==> src/rtl/core/rtpl_pkg.sv <==
// package for the resonant two-pole lowpass filter
// types, register indexes and reset constants shared by every module of the block
// no dependencies
package rtpl_pkg;

  localparam int SAMPLE_WIDTH    = 16;
  localparam int COEF_WIDTH      = 16;
  localparam int GAIN_WIDTH      = 24;
  localparam int CFG_INDEX_WIDTH = 8;

  localparam logic [CFG_INDEX_WIDTH-1:0] REG_CUTOFF    = CFG_INDEX_WIDTH'(0);
  localparam logic [CFG_INDEX_WIDTH-1:0] REG_RESONANCE = CFG_INDEX_WIDTH'(1);

  localparam logic [COEF_WIDTH-1:0] CUTOFF_RESET    = 16'd6554;
  localparam logic [COEF_WIDTH-1:0] RESONANCE_RESET = 16'd6554;

  // resonance + resonance / (1 - cutoff) for the reset registers
  localparam logic [31:0] GAIN_RESET_FULL = 32'(RESONANCE_RESET)
      + ((32'(RESONANCE_RESET) << 16) / (32'd65536 - 32'(CUTOFF_RESET)));
  localparam logic [GAIN_WIDTH-1:0] GAIN_RESET = GAIN_RESET_FULL[GAIN_WIDTH-1:0];

  localparam logic signed [SAMPLE_WIDTH-1:0] SAMPLE_MAX = {1'b0, {(SAMPLE_WIDTH-1){1'b1}}};
  localparam logic signed [SAMPLE_WIDTH-1:0] SAMPLE_MIN = {1'b1, {(SAMPLE_WIDTH-1){1'b0}}};

  typedef struct packed {
    logic signed [SAMPLE_WIDTH-1:0] sample_in;
    logic                           block_last;
  } in_t;

  typedef struct packed {
    logic signed [SAMPLE_WIDTH-1:0] sample_out;
    logic                           clipped;
    logic                           block_last_out;
  } out_t;

  // datapath commands, at most one step per cycle
  typedef struct packed {
    logic capture;
    logic multiply;
    logic feedback;
    logic update_first;
    logic difference;
    logic update_second;
    logic load_out;
  } cmd_t;

endpackage

==> src/rtl/core/resonant_two_pole_lowpass.sv <==
// Resonant two-pole lowpass filter, top level.
// Input channel in_valid / in_stall carries in_data (sample_in Q1.15, block_last).
// Output channel out_valid / out_stall carries out_data (sample_out, clipped,
// block_last_out); exactly one result per accepted sample, in order.
// Config channel cfg_valid / cfg_ready writes cutoff (index 0) or resonance
// (index 1); other indexes are ignored. cfg_ready is always high.
// Each sample is walked from acceptance into the output register, one step per
// cycle but for a wait at the output step, by a sequencer that shares one split
// multiplier among the feedback, first-stage and second-stage products.
// A new sample is taken only after the previous one reaches the output register.
// A write to cutoff or resonance recomputes the feedback gain with a bit-serial
// divider; input transfers stall until it finishes.
// Reset (rst, synchronous) clears both stages and loads the reset cutoff,
// resonance and gain; no recompute is needed after reset.
// When the receiver stalls, the result holds in the output register; the next
// sample may still be taken and processed, and waits before its output step.
// depends on rtpl_pkg, rtpl_coef, rtpl_ctrl, rtpl_datapath
module resonant_two_pole_lowpass #(
  parameter int STAGE_WIDTH = 32
) (
  input  logic                                 clk,
  input  logic                                 rst,
  input  logic                                 in_valid,
  output logic                                 in_stall,
  input  rtpl_pkg::in_t                        in_data,
  output logic                                 out_valid,
  input  logic                                 out_stall,
  output rtpl_pkg::out_t                       out_data,
  input  logic                                 cfg_valid,
  output logic                                 cfg_ready,
  input  logic [rtpl_pkg::CFG_INDEX_WIDTH-1:0] cfg_index,
  input  logic [rtpl_pkg::COEF_WIDTH-1:0]      cfg_data
);
  import rtpl_pkg::*;

  logic [COEF_WIDTH-1:0] cutoff;
  logic [GAIN_WIDTH-1:0] gain;
  logic                  gain_busy;
  cmd_t                  cmd;

  rtpl_coef u_coef (
    .clk       (clk),
    .rst       (rst),
    .cfg_valid (cfg_valid),
    .cfg_ready (cfg_ready),
    .cfg_index (cfg_index),
    .cfg_data  (cfg_data),
    .cutoff    (cutoff),
    .gain      (gain),
    .busy      (gain_busy)
  );

  rtpl_ctrl u_ctrl (
    .clk       (clk),
    .rst       (rst),
    .in_valid  (in_valid),
    .in_stall  (in_stall),
    .out_valid (out_valid),
    .out_stall (out_stall),
    .gain_busy (gain_busy),
    .cmd       (cmd)
  );

  rtpl_datapath #(
    .STAGE_WIDTH (STAGE_WIDTH)
  ) u_datapath (
    .clk      (clk),
    .rst      (rst),
    .in_data  (in_data),
    .cutoff   (cutoff),
    .gain     (gain),
    .cmd      (cmd),
    .out_data (out_data)
  );

  // one sample in flight: a transfer in is followed by a busy cycle
  a_busy_after_accept: assert property (@(posedge clk) disable iff (rst)
    (in_valid && !in_stall) |=> in_stall)
    else $error("input accepted on consecutive cycles");

  // no sample may use a gain that is still being computed
  a_no_accept_during_gain: assert property (@(posedge clk) disable iff (rst)
    gain_busy |-> in_stall)
    else $error("input accepted while gain recompute runs");

  a_write_starts_gain: assert property (@(posedge clk) disable iff (rst)
    (cfg_valid && cfg_ready && (cfg_index == REG_CUTOFF || cfg_index == REG_RESONANCE))
    |=> gain_busy)
    else $error("register write did not start gain recompute");

  a_clip_full_scale: assert property (@(posedge clk) disable iff (rst)
    (out_valid && out_data.clipped)
    |-> (out_data.sample_out == SAMPLE_MAX || out_data.sample_out == SAMPLE_MIN))
    else $error("clipped result is not full scale");

endmodule

==> src/rtl/core/rtpl_coef.sv <==
// coefficient registers and feedback gain unit of the resonant lowpass filter
// holds cutoff and resonance, recomputes the gain with a bit-serial divider
// depends on rtpl_pkg
module rtpl_coef (
  input  logic                                 clk,
  input  logic                                 rst,
  input  logic                                 cfg_valid,
  output logic                                 cfg_ready,
  input  logic [rtpl_pkg::CFG_INDEX_WIDTH-1:0] cfg_index,
  input  logic [rtpl_pkg::COEF_WIDTH-1:0]      cfg_data,
  output logic [rtpl_pkg::COEF_WIDTH-1:0]      cutoff,
  output logic [rtpl_pkg::GAIN_WIDTH-1:0]      gain,
  output logic                                 busy
);
  import rtpl_pkg::*;

  localparam int QUO_WIDTH = 2 * COEF_WIDTH;
  localparam int DEN_WIDTH = COEF_WIDTH + 1;
  localparam int CNT_WIDTH = $clog2(QUO_WIDTH + 1);
  localparam logic [CNT_WIDTH-1:0] DIV_STEPS = CNT_WIDTH'(QUO_WIDTH);

  logic [COEF_WIDTH-1:0] resonance;
  logic [CNT_WIDTH-1:0]  count;
  logic [DEN_WIDTH-1:0]  rem;
  logic [DEN_WIDTH-1:0]  den;
  logic [QUO_WIDTH-1:0]  quo;

  logic                  write;
  logic                  hit_cutoff;
  logic                  hit_resonance;
  logic [COEF_WIDTH-1:0] cutoff_next;
  logic [COEF_WIDTH-1:0] resonance_next;
  logic [DEN_WIDTH:0]    trial;
  logic                  trial_ge;
  logic [DEN_WIDTH-1:0]  rem_next;
  logic [QUO_WIDTH:0]    gain_sum;

  assign cfg_ready     = 1'b1;
  assign write         = cfg_valid && cfg_ready;
  assign hit_cutoff    = write && (cfg_index == REG_CUTOFF);
  assign hit_resonance = write && (cfg_index == REG_RESONANCE);

  assign cutoff_next    = hit_cutoff ? cfg_data : cutoff;
  assign resonance_next = hit_resonance ? cfg_data : resonance;

  // restoring division, one quotient bit per cycle
  assign trial    = {rem, quo[QUO_WIDTH-1]};
  assign trial_ge = trial >= {1'b0, den};
  assign rem_next = trial_ge ? DEN_WIDTH'(trial - {1'b0, den}) : trial[DEN_WIDTH-1:0];
  assign gain_sum = {1'b0, quo} + (QUO_WIDTH+1)'(resonance);

  always_ff @(posedge clk) begin
    if (rst) begin
      cutoff    <= CUTOFF_RESET;
      resonance <= RESONANCE_RESET;
      gain      <= GAIN_RESET;
      busy      <= 1'b0;
      count     <= '0;
    end else begin
      cutoff    <= cutoff_next;
      resonance <= resonance_next;
      if (hit_cutoff || hit_resonance) begin
        busy  <= 1'b1;
        count <= '0;
        rem   <= '0;
        quo   <= {resonance_next, {COEF_WIDTH{1'b0}}};
        den   <= DEN_WIDTH'(1 << COEF_WIDTH) - {1'b0, cutoff_next};
      end else if (busy) begin
        if (count == DIV_STEPS) begin
          busy <= 1'b0;
          if (|gain_sum[QUO_WIDTH:GAIN_WIDTH]) begin
            gain <= '1;
          end else begin
            gain <= gain_sum[GAIN_WIDTH-1:0];
          end
        end else begin
          rem   <= rem_next;
          quo   <= {quo[QUO_WIDTH-2:0], trial_ge};
          count <= count + CNT_WIDTH'(1);
        end
      end
    end
  end

endmodule

==> src/rtl/core/rtpl_ctrl.sv <==
// sequencer of the resonant lowpass filter
// walks each sample through the datapath steps and owns both handshakes
// depends on rtpl_pkg
module rtpl_ctrl (
  input  logic               clk,
  input  logic               rst,
  input  logic               in_valid,
  output logic               in_stall,
  output logic               out_valid,
  input  logic               out_stall,
  input  logic               gain_busy,
  output rtpl_pkg::cmd_t     cmd
);
  import rtpl_pkg::*;

  localparam logic [3:0] ST_IDLE       = 4'd0;
  localparam logic [3:0] ST_MUL_FB     = 4'd1;
  localparam logic [3:0] ST_FEEDBACK   = 4'd2;
  localparam logic [3:0] ST_MUL_FIRST  = 4'd3;
  localparam logic [3:0] ST_UPD_FIRST  = 4'd4;
  localparam logic [3:0] ST_DIFF       = 4'd5;
  localparam logic [3:0] ST_MUL_SECOND = 4'd6;
  localparam logic [3:0] ST_UPD_SECOND = 4'd7;
  localparam logic [3:0] ST_OUTPUT     = 4'd8;

  logic [3:0] state;
  logic [3:0] state_next;

  always_comb begin
    cmd        = '0;
    state_next = state;
    in_stall   = 1'b1;
    unique case (state)
      ST_IDLE: begin
        in_stall = gain_busy;
        if (in_valid && !gain_busy) begin
          cmd.capture = 1'b1;
          state_next  = ST_MUL_FB;
        end
      end
      ST_MUL_FB: begin
        cmd.multiply = 1'b1;
        state_next   = ST_FEEDBACK;
      end
      ST_FEEDBACK: begin
        cmd.feedback = 1'b1;
        state_next   = ST_MUL_FIRST;
      end
      ST_MUL_FIRST: begin
        cmd.multiply = 1'b1;
        state_next   = ST_UPD_FIRST;
      end
      ST_UPD_FIRST: begin
        cmd.update_first = 1'b1;
        state_next       = ST_DIFF;
      end
      ST_DIFF: begin
        cmd.difference = 1'b1;
        state_next     = ST_MUL_SECOND;
      end
      ST_MUL_SECOND: begin
        cmd.multiply = 1'b1;
        state_next   = ST_UPD_SECOND;
      end
      ST_UPD_SECOND: begin
        cmd.update_second = 1'b1;
        state_next        = ST_OUTPUT;
      end
      ST_OUTPUT: begin
        // wait until the output register is free or being emptied
        if (!out_valid || !out_stall) begin
          cmd.load_out = 1'b1;
          state_next   = ST_IDLE;
        end
      end
      default: begin
        state_next = ST_IDLE;
      end
    endcase
  end

  always_ff @(posedge clk) begin
    if (rst) begin
      state     <= ST_IDLE;
      out_valid <= 1'b0;
    end else begin
      state <= state_next;
      if (cmd.load_out) begin
        out_valid <= 1'b1;
      end else if (!out_stall) begin
        out_valid <= 1'b0;
      end
    end
  end

endmodule

==> src/rtl/core/rtpl_datapath.sv <==
// datapath of the resonant lowpass filter
// two saturating stages, one split multiplier shared by all three products, output clip
// depends on rtpl_pkg
module rtpl_datapath #(
  parameter int STAGE_WIDTH = 32
) (
  input  logic                             clk,
  input  logic                             rst,
  input  rtpl_pkg::in_t                    in_data,
  input  logic [rtpl_pkg::COEF_WIDTH-1:0]  cutoff,
  input  logic [rtpl_pkg::GAIN_WIDTH-1:0]  gain,
  input  rtpl_pkg::cmd_t                   cmd,
  output rtpl_pkg::out_t                   out_data
);
  import rtpl_pkg::*;

  localparam int SH  = STAGE_WIDTH - SAMPLE_WIDTH - 5;
  localparam int OPW = STAGE_WIDTH + 10;
  localparam int LOW = 24;
  localparam int HIW = OPW - LOW;
  localparam int PW  = OPW + GAIN_WIDTH + 1;
  localparam int YW  = (SH >= 0) ? STAGE_WIDTH : SAMPLE_WIDTH + 5;

  logic signed [STAGE_WIDTH-1:0]     first_stage;
  logic signed [STAGE_WIDTH-1:0]     second_stage;
  logic signed [STAGE_WIDTH-1:0]     xs;
  logic                              last;
  logic signed [OPW-1:0]             opnd;
  logic [GAIN_WIDTH-1:0]             coef;
  logic [LOW+GAIN_WIDTH-1:0]         plo;
  logic signed [HIW+GAIN_WIDTH:0]    phi;

  logic signed [STAGE_WIDTH-1:0]     xs_conv;
  logic signed [PW-1:0]              prod;
  logic signed [OPW-1:0]             qv;
  logic signed [OPW-1:0]             stage_diff;
  logic signed [YW-1:0]              y;
  logic                              clip;
  logic signed [SAMPLE_WIDTH-1:0]    y_clamped;

  function automatic logic signed [STAGE_WIDTH-1:0] sat_stage(input logic signed [OPW-1:0] x);
    logic same;
    same = (&x[OPW-1:STAGE_WIDTH-1]) || !(|x[OPW-1:STAGE_WIDTH-1]);
    if (same) begin
      return x[STAGE_WIDTH-1:0];
    end else if (x[OPW-1]) begin
      return {1'b1, {(STAGE_WIDTH-1){1'b0}}};
    end else begin
      return {1'b0, {(STAGE_WIDTH-1){1'b1}}};
    end
  endfunction

  // sample to stage format and back
  if (SH >= 0) begin : g_scale_up
    assign xs_conv = STAGE_WIDTH'(in_data.sample_in) <<< SH;
    assign y       = second_stage >>> SH;
  end else begin : g_scale_down
    assign xs_conv = STAGE_WIDTH'(in_data.sample_in >>> (-SH));
    assign y       = {second_stage, {(-SH){1'b0}}};
  end

  // reassemble the split product, then floor by 2^16
  assign prod       = (PW'(phi) <<< LOW) + $signed(PW'(plo));
  assign qv         = OPW'(prod >>> 16);
  assign stage_diff = OPW'(first_stage) - OPW'(second_stage);

  assign clip      = !((&y[YW-1:SAMPLE_WIDTH-1]) || !(|y[YW-1:SAMPLE_WIDTH-1]));
  assign y_clamped = clip ? (y[YW-1] ? SAMPLE_MIN : SAMPLE_MAX) : y[SAMPLE_WIDTH-1:0];

  always_ff @(posedge clk) begin
    if (rst) begin
      first_stage  <= '0;
      second_stage <= '0;
    end else begin
      if (cmd.update_first) begin
        first_stage <= sat_stage(OPW'(first_stage) + qv);
      end
      if (cmd.update_second) begin
        second_stage <= sat_stage(OPW'(second_stage) + qv);
      end
    end
  end

  always_ff @(posedge clk) begin
    if (cmd.capture) begin
      xs   <= xs_conv;
      last <= in_data.block_last;
      opnd <= stage_diff;
      coef <= gain;
    end
    if (cmd.feedback) begin
      opnd <= OPW'(xs) - OPW'(first_stage) + qv;
      coef <= GAIN_WIDTH'(cutoff);
    end
    if (cmd.difference) begin
      opnd <= stage_diff;
    end
    if (cmd.multiply) begin
      plo <= opnd[LOW-1:0] * coef;
      phi <= $signed(opnd[OPW-1:LOW]) * $signed({1'b0, coef});
    end
    if (cmd.load_out) begin
      out_data.sample_out     <= y_clamped;
      out_data.clipped        <= clip;
      out_data.block_last_out <= last;
    end
  end

endmodule

==> config.mk <==
export PLATFORM = sky130hd
export DESIGN_NAME = resonant_two_pole_lowpass
export DESIGN_NICKNAME = d
export VERILOG_FILES = /design/src/rtl/core/rtpl_pkg.sv /design/src/rtl/core/resonant_two_pole_lowpass.sv /design/src/rtl/core/rtpl_coef.sv /design/src/rtl/core/rtpl_ctrl.sv /design/src/rtl/core/rtpl_datapath.sv
export SDC_FILE = /design/constraint.sdc
export NUM_CORES = 2
export LEC_CHECK = 0
export ABC_CLOCK_PERIOD_IN_PS = 8700
export BUFFER_PORTS_ARGS = -buffer_cell sky130_fd_sc_hd__buf_2
export CAP_MARGIN = 20
export CORE_MARGIN = 10
export CORE_UTILIZATION = 35
export CTS_CLUSTER_DIAMETER = 80
export DETAILED_ROUTE_END_ITERATION = 10
export PLACE_DENSITY = 0.49
export SLEW_MARGIN = 20
export SYNTH_ARGS = -nofsm -noshare
export SYNTH_HDL_FRONTEND = slang
export SYNTH_SLANG_ARGS = --single-unit
==> constraint.sdc <==
create_clock -name clk -period 8.7 [get_ports clk]
set_input_delay 2.61 -clock clk [delete_from_list [all_inputs] [get_ports clk]]
set_output_delay 2.61 -clock clk [all_outputs]
set_load 0.02 [all_outputs]
Word level (Yosys, flattened, before mapping). Cells that the tools add are included.

Flip-flop bits (word level): 381. Bits in writable memories: 0. Word-level logic and storage cells: 125. Input bits: 46. Output and inout bits: 21. Latch bits: 0. Bits in read-only memories: 0. Memories kept: 0.

Muxes and demuxes: 38. Order comparisons: 1. Reduce and logical (&&, ||, !) cells: 34. $add $sub $neg: 10. Equality and inequality tests: 14. Shifts and indexed selects: 0. $mul: 2. Divide/modulo/power cells: 0. Bitwise operators: 3.

Operators by type and width (count): 32-bit two-way mux (7); 42-bit two-way mux (3); 16-bit two-way mux (6); 32-bit by 42-bit adder with 42-bit output (2); 58-bit by 49-bit adder with 58-bit output (1); 17-bit two-way mux (3); 24-bit by 24-bit multiplier with 48-bit output (1); 42-bit adder (1); 4-bit one-hot mux with 9 select lines (1); 18-bit by 25-bit multiplier with 34-bit output (1); 32-bit by 16-bit adder with 33-bit output (1); 27-bit by 32-bit subtractor with 33-bit output (1); 32-bit by 32-bit subtractor with 33-bit output (1); 24-bit two-way mux (1); 11-bit AND reduction (2); 11-bit OR reduction (2); 18-bit by 17-bit greater-or-equal comparator with 1-bit output (1); 17-bit by 16-bit subtractor with 17-bit output, first input constant (1); 17-bit subtractor (1); 4-bit by 3-bit == test with 1-bit output, second input constant (4); 1-bit two-way mux (15); 9-bit OR reduction (1); 4-bit by 2-bit == test with 1-bit output, second input constant (2); 8-bit by 1-bit == test with 1-bit output, second input constant (1); other kinds (20) (42).

Longest topological paths before layout.
Depth after elaboration: 7. Gate-level depth with buffers: 28.

By module. A second synthesis with hierarchy kept.

Cells, all modules: 6175. Area total of the unflattened synthesis: 56275.2 µm².

Modules (own cells, without submodules): rtpl_datapath (seq. area each 6216.0 µm², cells each 5322, instances 1, area each 48469.0 µm²); rtpl_coef (seq. area each 3243.1 µm², cells each 820, instances 1, area each 7508.5 µm²); rtpl_ctrl (seq. area each 100.1 µm², cells each 33, instances 1, area each 297.8 µm²).

Worst setup path after synthesis. Ideal clock, no wire load.

Path type: reg-to-reg. From: register u_datapath.coef[9]. To: register u_datapath.plo[45] (data pin). Data arrival time: 6.500 ns. Cell stages (with the launch flop): 25. Setup time: 0.274 ns. Clock period less this slack: 6.774 ns. Required time: 8.426 ns. Slack: 1.926 ns. Cell sequence: edfxtp_1 > clkbuf_1 > nand2_1 > fa_1 > inv_1 > fa_1 > inv_1 > fa_1 > inv_1 > fa_1 > fa_1 > fa_1 > inv_1 > fa_1 > inv_1 > ha_1 > a21o_1 > a221oi_1 > o31ai_1 > a21oi_1 > nor2b_1 > a211o_1 > a21oi_1 > o41ai_1 > xor2_1.

Word-level cells in the longest chain between the ends: 1.

RTL lines: start, declared (RTL line rtpl_datapath.sv:29) `logic [GAIN_WIDTH-1:0] coef;`; start signal, assigned (RTL line rtpl_datapath.sv:89) `coef <= gain;`; start signal, assigned (RTL line rtpl_datapath.sv:93) `coef <= GAIN_WIDTH'(cutoff);`; 24-bit by 24-bit multiplier with 48-bit output (RTL line rtpl_datapath.sv:99) `plo <= opnd[LOW-1:0] * coef;`; end signal, assigned (RTL line rtpl_datapath.sv:99); end, declared (RTL line rtpl_datapath.sv:30) `logic [LOW+GAIN_WIDTH-1:0] plo;`.

Every way passes these cells. A chain may end at the register's enable or synchronous reset.

Worst setup path in the final report.
From: register u_datapath.coef[11]. To: register u_datapath.plo[45] (data pin).

The elaborated chain is that of the path after synthesis.

==> flow_metrics.py <==
metrics = {
    "run_status": {
        "outcome": "completed",
    },
    "detailed_routing": {
        "viasPerCell": 5.052,
        "drtIter0Drc": 2449,
        "ant_nets": 0,
        "drt_wl_total_um": 166200,
        "via_count": 43370,
        "wl_per_cell_um": 19.37,
        "drc": 0,
        "firstDrtPassIters": 6,
    },
    "timing": {
        "fin_crit_sh_pct": 90.06,
        "setup_viol": 0,
        "period_minus_slack_ns": 7.836,
        "grt_setup_unrepaired": "false",
        "relSlewSlack_pct": 25.29,
        "hold_viol_final": 0,
        "setup_tns_ns": 0,
        "setup_slack_ns": 0.8645,
        "tightest_slew_ns": 1.121,
        "max_freq_ghz": 0.1276,
        "skew_ns": 0.04698,
        "report.final.slew_viol_count": 0,
    },
    "synth": {
        "synth_area_um2": 56880,
        "syn_area_per_cell_um2": 8.813,
        "ys_seq_area_share_pct": 16.81,
        "synthFlopType": "edfxtp_1",
        "synth_nets": 7824,
        "syn_inst": 6454,
        "synth-edff-count": 225,
        "ys_ff_latch": 365,
        "synthArstFlopShare_pct": 0,
        "synth_cell_types": 94,
        "yosysWarningCount": 0,
    },
    "setup_path": {
        "cp-startpoint": "u_datapath.coef[11]",
        "critical_path.startpoint_type": "register",
        "required_ns": 9.03,
        "critPathMaxFanout": 17,
        "rr_startpoint": "u_datapath.coef[11]",
        "crit_path_end": "u_datapath.plo[45]",
        "r2r_cells": 25,
        "crit_type": "register to register",
        "critPathArrivalTime_ns": 8.17,
        "rrSetupSlack_ns": 0.86,
        "cp-end-kind": "register",
        "timing.rr.end": "u_datapath.plo[45]",
    },
    "floorplan": {
        "fp.dieH_um": 423.1,
        "fp.dieW_um": 423.1,
        "dieArea_um2": 179000,
        "start_util_pct": 35.30,
        "io_pins": 67,
        "core-area_um2": 161100,
        "rows": 147,
    },
    "global_routing": {
        "overflow": 0,
        "grt_max_degree": 67,
        "grt_pass1_vias": 44820,
        "antenna_found_initial": 1,
        "grt_first_pass_wirelength_um": 263800,
        "grt_usage_pct": 18.40,
    },
    "min_path": {
        "hp-class": "register to register",
    },
    "clock_network": {
        "cts.htree.levels": 2,
        "post_cts_buffers": 0,
        "insertion_delay_ns": 0.63,
        "clock_sinks": 365,
        "cts_tree": "built",
        "cts-root-buf": "clkbuf_16",
        "clockBufferDepth": 3,
        "cts.clk_slew.worst_paths_ns": 0.06,
        "cts_hold_buf": 0,
        "numCtsBuffers": 50,
        "post_cts_resized": 0,
    },
    "place": {
        "gp_congestion": 0.8896,
        "io_buffer_count": 65,
        "place_ws_ns": 0.8356,
        "dpl.hpwl_um": 136300,
    },
    "flow_run": {
        "maxCapViolCount": 0,
    },
    "final_layout": {
        "layout_common_cells": "inv_1 (1021), nand2_1 (902), fa_1 (815)",
        "diodes": 0,
        "layout_commonest_cell": "inv_1",
        "nNetsFinal": 7752,
        "area_growth_pct": 7.825,
        "fillerInstances": 16690,
        "drive_above_1_share_pct": 5.059,
    },
}
-- critical path: stages (launching register included) --
cell and delay [ns]:
edfxtp_1 0.81, buf_4 0.36, and2_1 0.16, fa_1 0.42, fa_1 0.50, inv_1 0.05
fa_1 0.47, inv_1 0.05, fa_1 0.50, inv_1 0.05, fa_1 0.53, inv_1 0.05
fa_1 0.50, fa_1 0.42, ha_1 0.34, a21oi_1 0.16, nand2_1 0.09, nor2_1 0.13
o211ai_1 0.23, nand3_1 0.29, nand2_1 0.14, and3_1 0.25, a211o_1 0.33, a21oi_1 0.39
o41ai_1 0.13, xor2_1 0.15
-- worst min-delay path by stage --
stage	startpoint	to	depth (start not counted)
finish	u_datapath.last	u_datapath.out_data[0]	0
global route	u_datapath.last	u_datapath.out_data[0]	0
CTS	u_datapath.last	u_datapath.out_data[0]	0
detailed placement	u_datapath.last	u_datapath.out_data[0]	0
global placement	u_datapath.last	u_datapath.out_data[0]	0
floorplan	u_datapath.last	u_datapath.out_data[0]	0
-- metal layers --
metal | share of wire, % | up-vias | global-route usage [%]
met5 | 0 | - | 0
li1 | - | 20680 | -
met1 | 45 | 21720 | 24.46
met3 | 3.6 | 166 | 1.699
met2 | 49 | 805 | 32.10
met4 | 2.6 | 0 | 4.480
-- cells by family (layout without fill, tap and decap cells) --
logic type	count (synthesis)	count (layout)	share of synthesized area (%)
buf+inv	1317	1287	8.797
mux	40	40	0.7061
simple gates	2032	2032	17.10
flops	365	365	16.81
xor+xnor	310	310	4.831
compound gates	1065	1065	11.87
other cells	1	1	0.006593
fa+ha+maj	1324	1324	39.88
-- stage by stage --
stage / utilization (%) / cells / hold WS, ns / cell area, µm²
after floorplan: - / 6454 / 0.4003 / 56880
after global placement: 37.02 / 8490 / 0.4037 / 59640
after detailed placement: 37.02 / 8490 / 0.4170 / 59640
after CTS: 38.06 / 8584 / 0.4321 / 61320
after global routing: 38.06 / 8584 / 0.4550 / 61330
final: 38.06 / 8584 / 0.4288 / 61330
-- registers in the layout, summed over array words and instances (netlist names) --
register / flops
u_ctrl.state: 4
u_datapath.xs: 16
u_datapath.out_data: 18
u_ctrl.out_valid: 1
u_coef.resonance: 16
u_coef.gain: 24
u_coef.busy: 1
u_coef.quo: 32
u_datapath.plo: 32
u_datapath.coef: 24
u_coef.den: 17
u_datapath.opnd: 42
u_datapath.first_stage: 32
u_datapath.last: 1
u_coef.cutoff: 16
u_coef.rem: 17
u_coef.count: 6
u_datapath.second_stage: 32
u_datapath.phi: 34
-- synthesized netlist by cell type (17+ instances only) --
| master | count | area (µm²) |
|---|---|---|
| edfxtp_1 | 225 | 6756 |
| dfxtp_1 | 140 | 2803 |
| a211oi_1 | 35 | 262.8 |
| o31ai_1 | 17 | 127.6 |
| nand3_1 | 67 | 335.3 |
| nor4_1 | 20 | 125.1 |
| clkbuf_1 | 264 | 991.0 |
| nand2_1 | 902 | 3386 |
| xor2_1 | 110 | 963.4 |
| o21bai_1 | 44 | 330.3 |
| o21ai_0 | 234 | 1171 |
| nor2b_1 | 44 | 275.3 |
| a21o_1 | 128 | 960.9 |
| inv_1 | 1021 | 3832 |
| a21oi_1 | 341 | 1707 |
| o21a_1 | 38 | 285.3 |
| nor3_1 | 104 | 520.5 |
| ha_1 | 509 | 6369 |
| and3_1 | 35 | 219.0 |
| a31oi_1 | 53 | 331.6 |
| mux2i_1 | 39 | 390.4 |
| nand2b_1 | 66 | 412.9 |
| and2_1 | 427 | 2671 |
| xnor2_1 | 198 | 1734 |
| fa_1 | 815 | 16320 |
| nand4_1 | 33 | 206.5 |
| o211ai_1 | 23 | 172.7 |
| nor2_1 | 250 | 938.4 |
-- cell type report --
type	instances	area, µm²	share of cell area (%)
Timing Repair Buffer	170	1164	1.897
Multi-Input combinational cell	4772	42390	69.11
Clock buffer	61	1375	2.242
Tap cell	2160	2703	4.407
Sequential cell	365	9560	15.59
Inverter	1023	3840	6.261
Clock inverter	33	300.3	0.4896
Power is left out: the tool's default activity adds up to more than one toggle a clock period on the data nets, which glitch-free logic cannot reach.
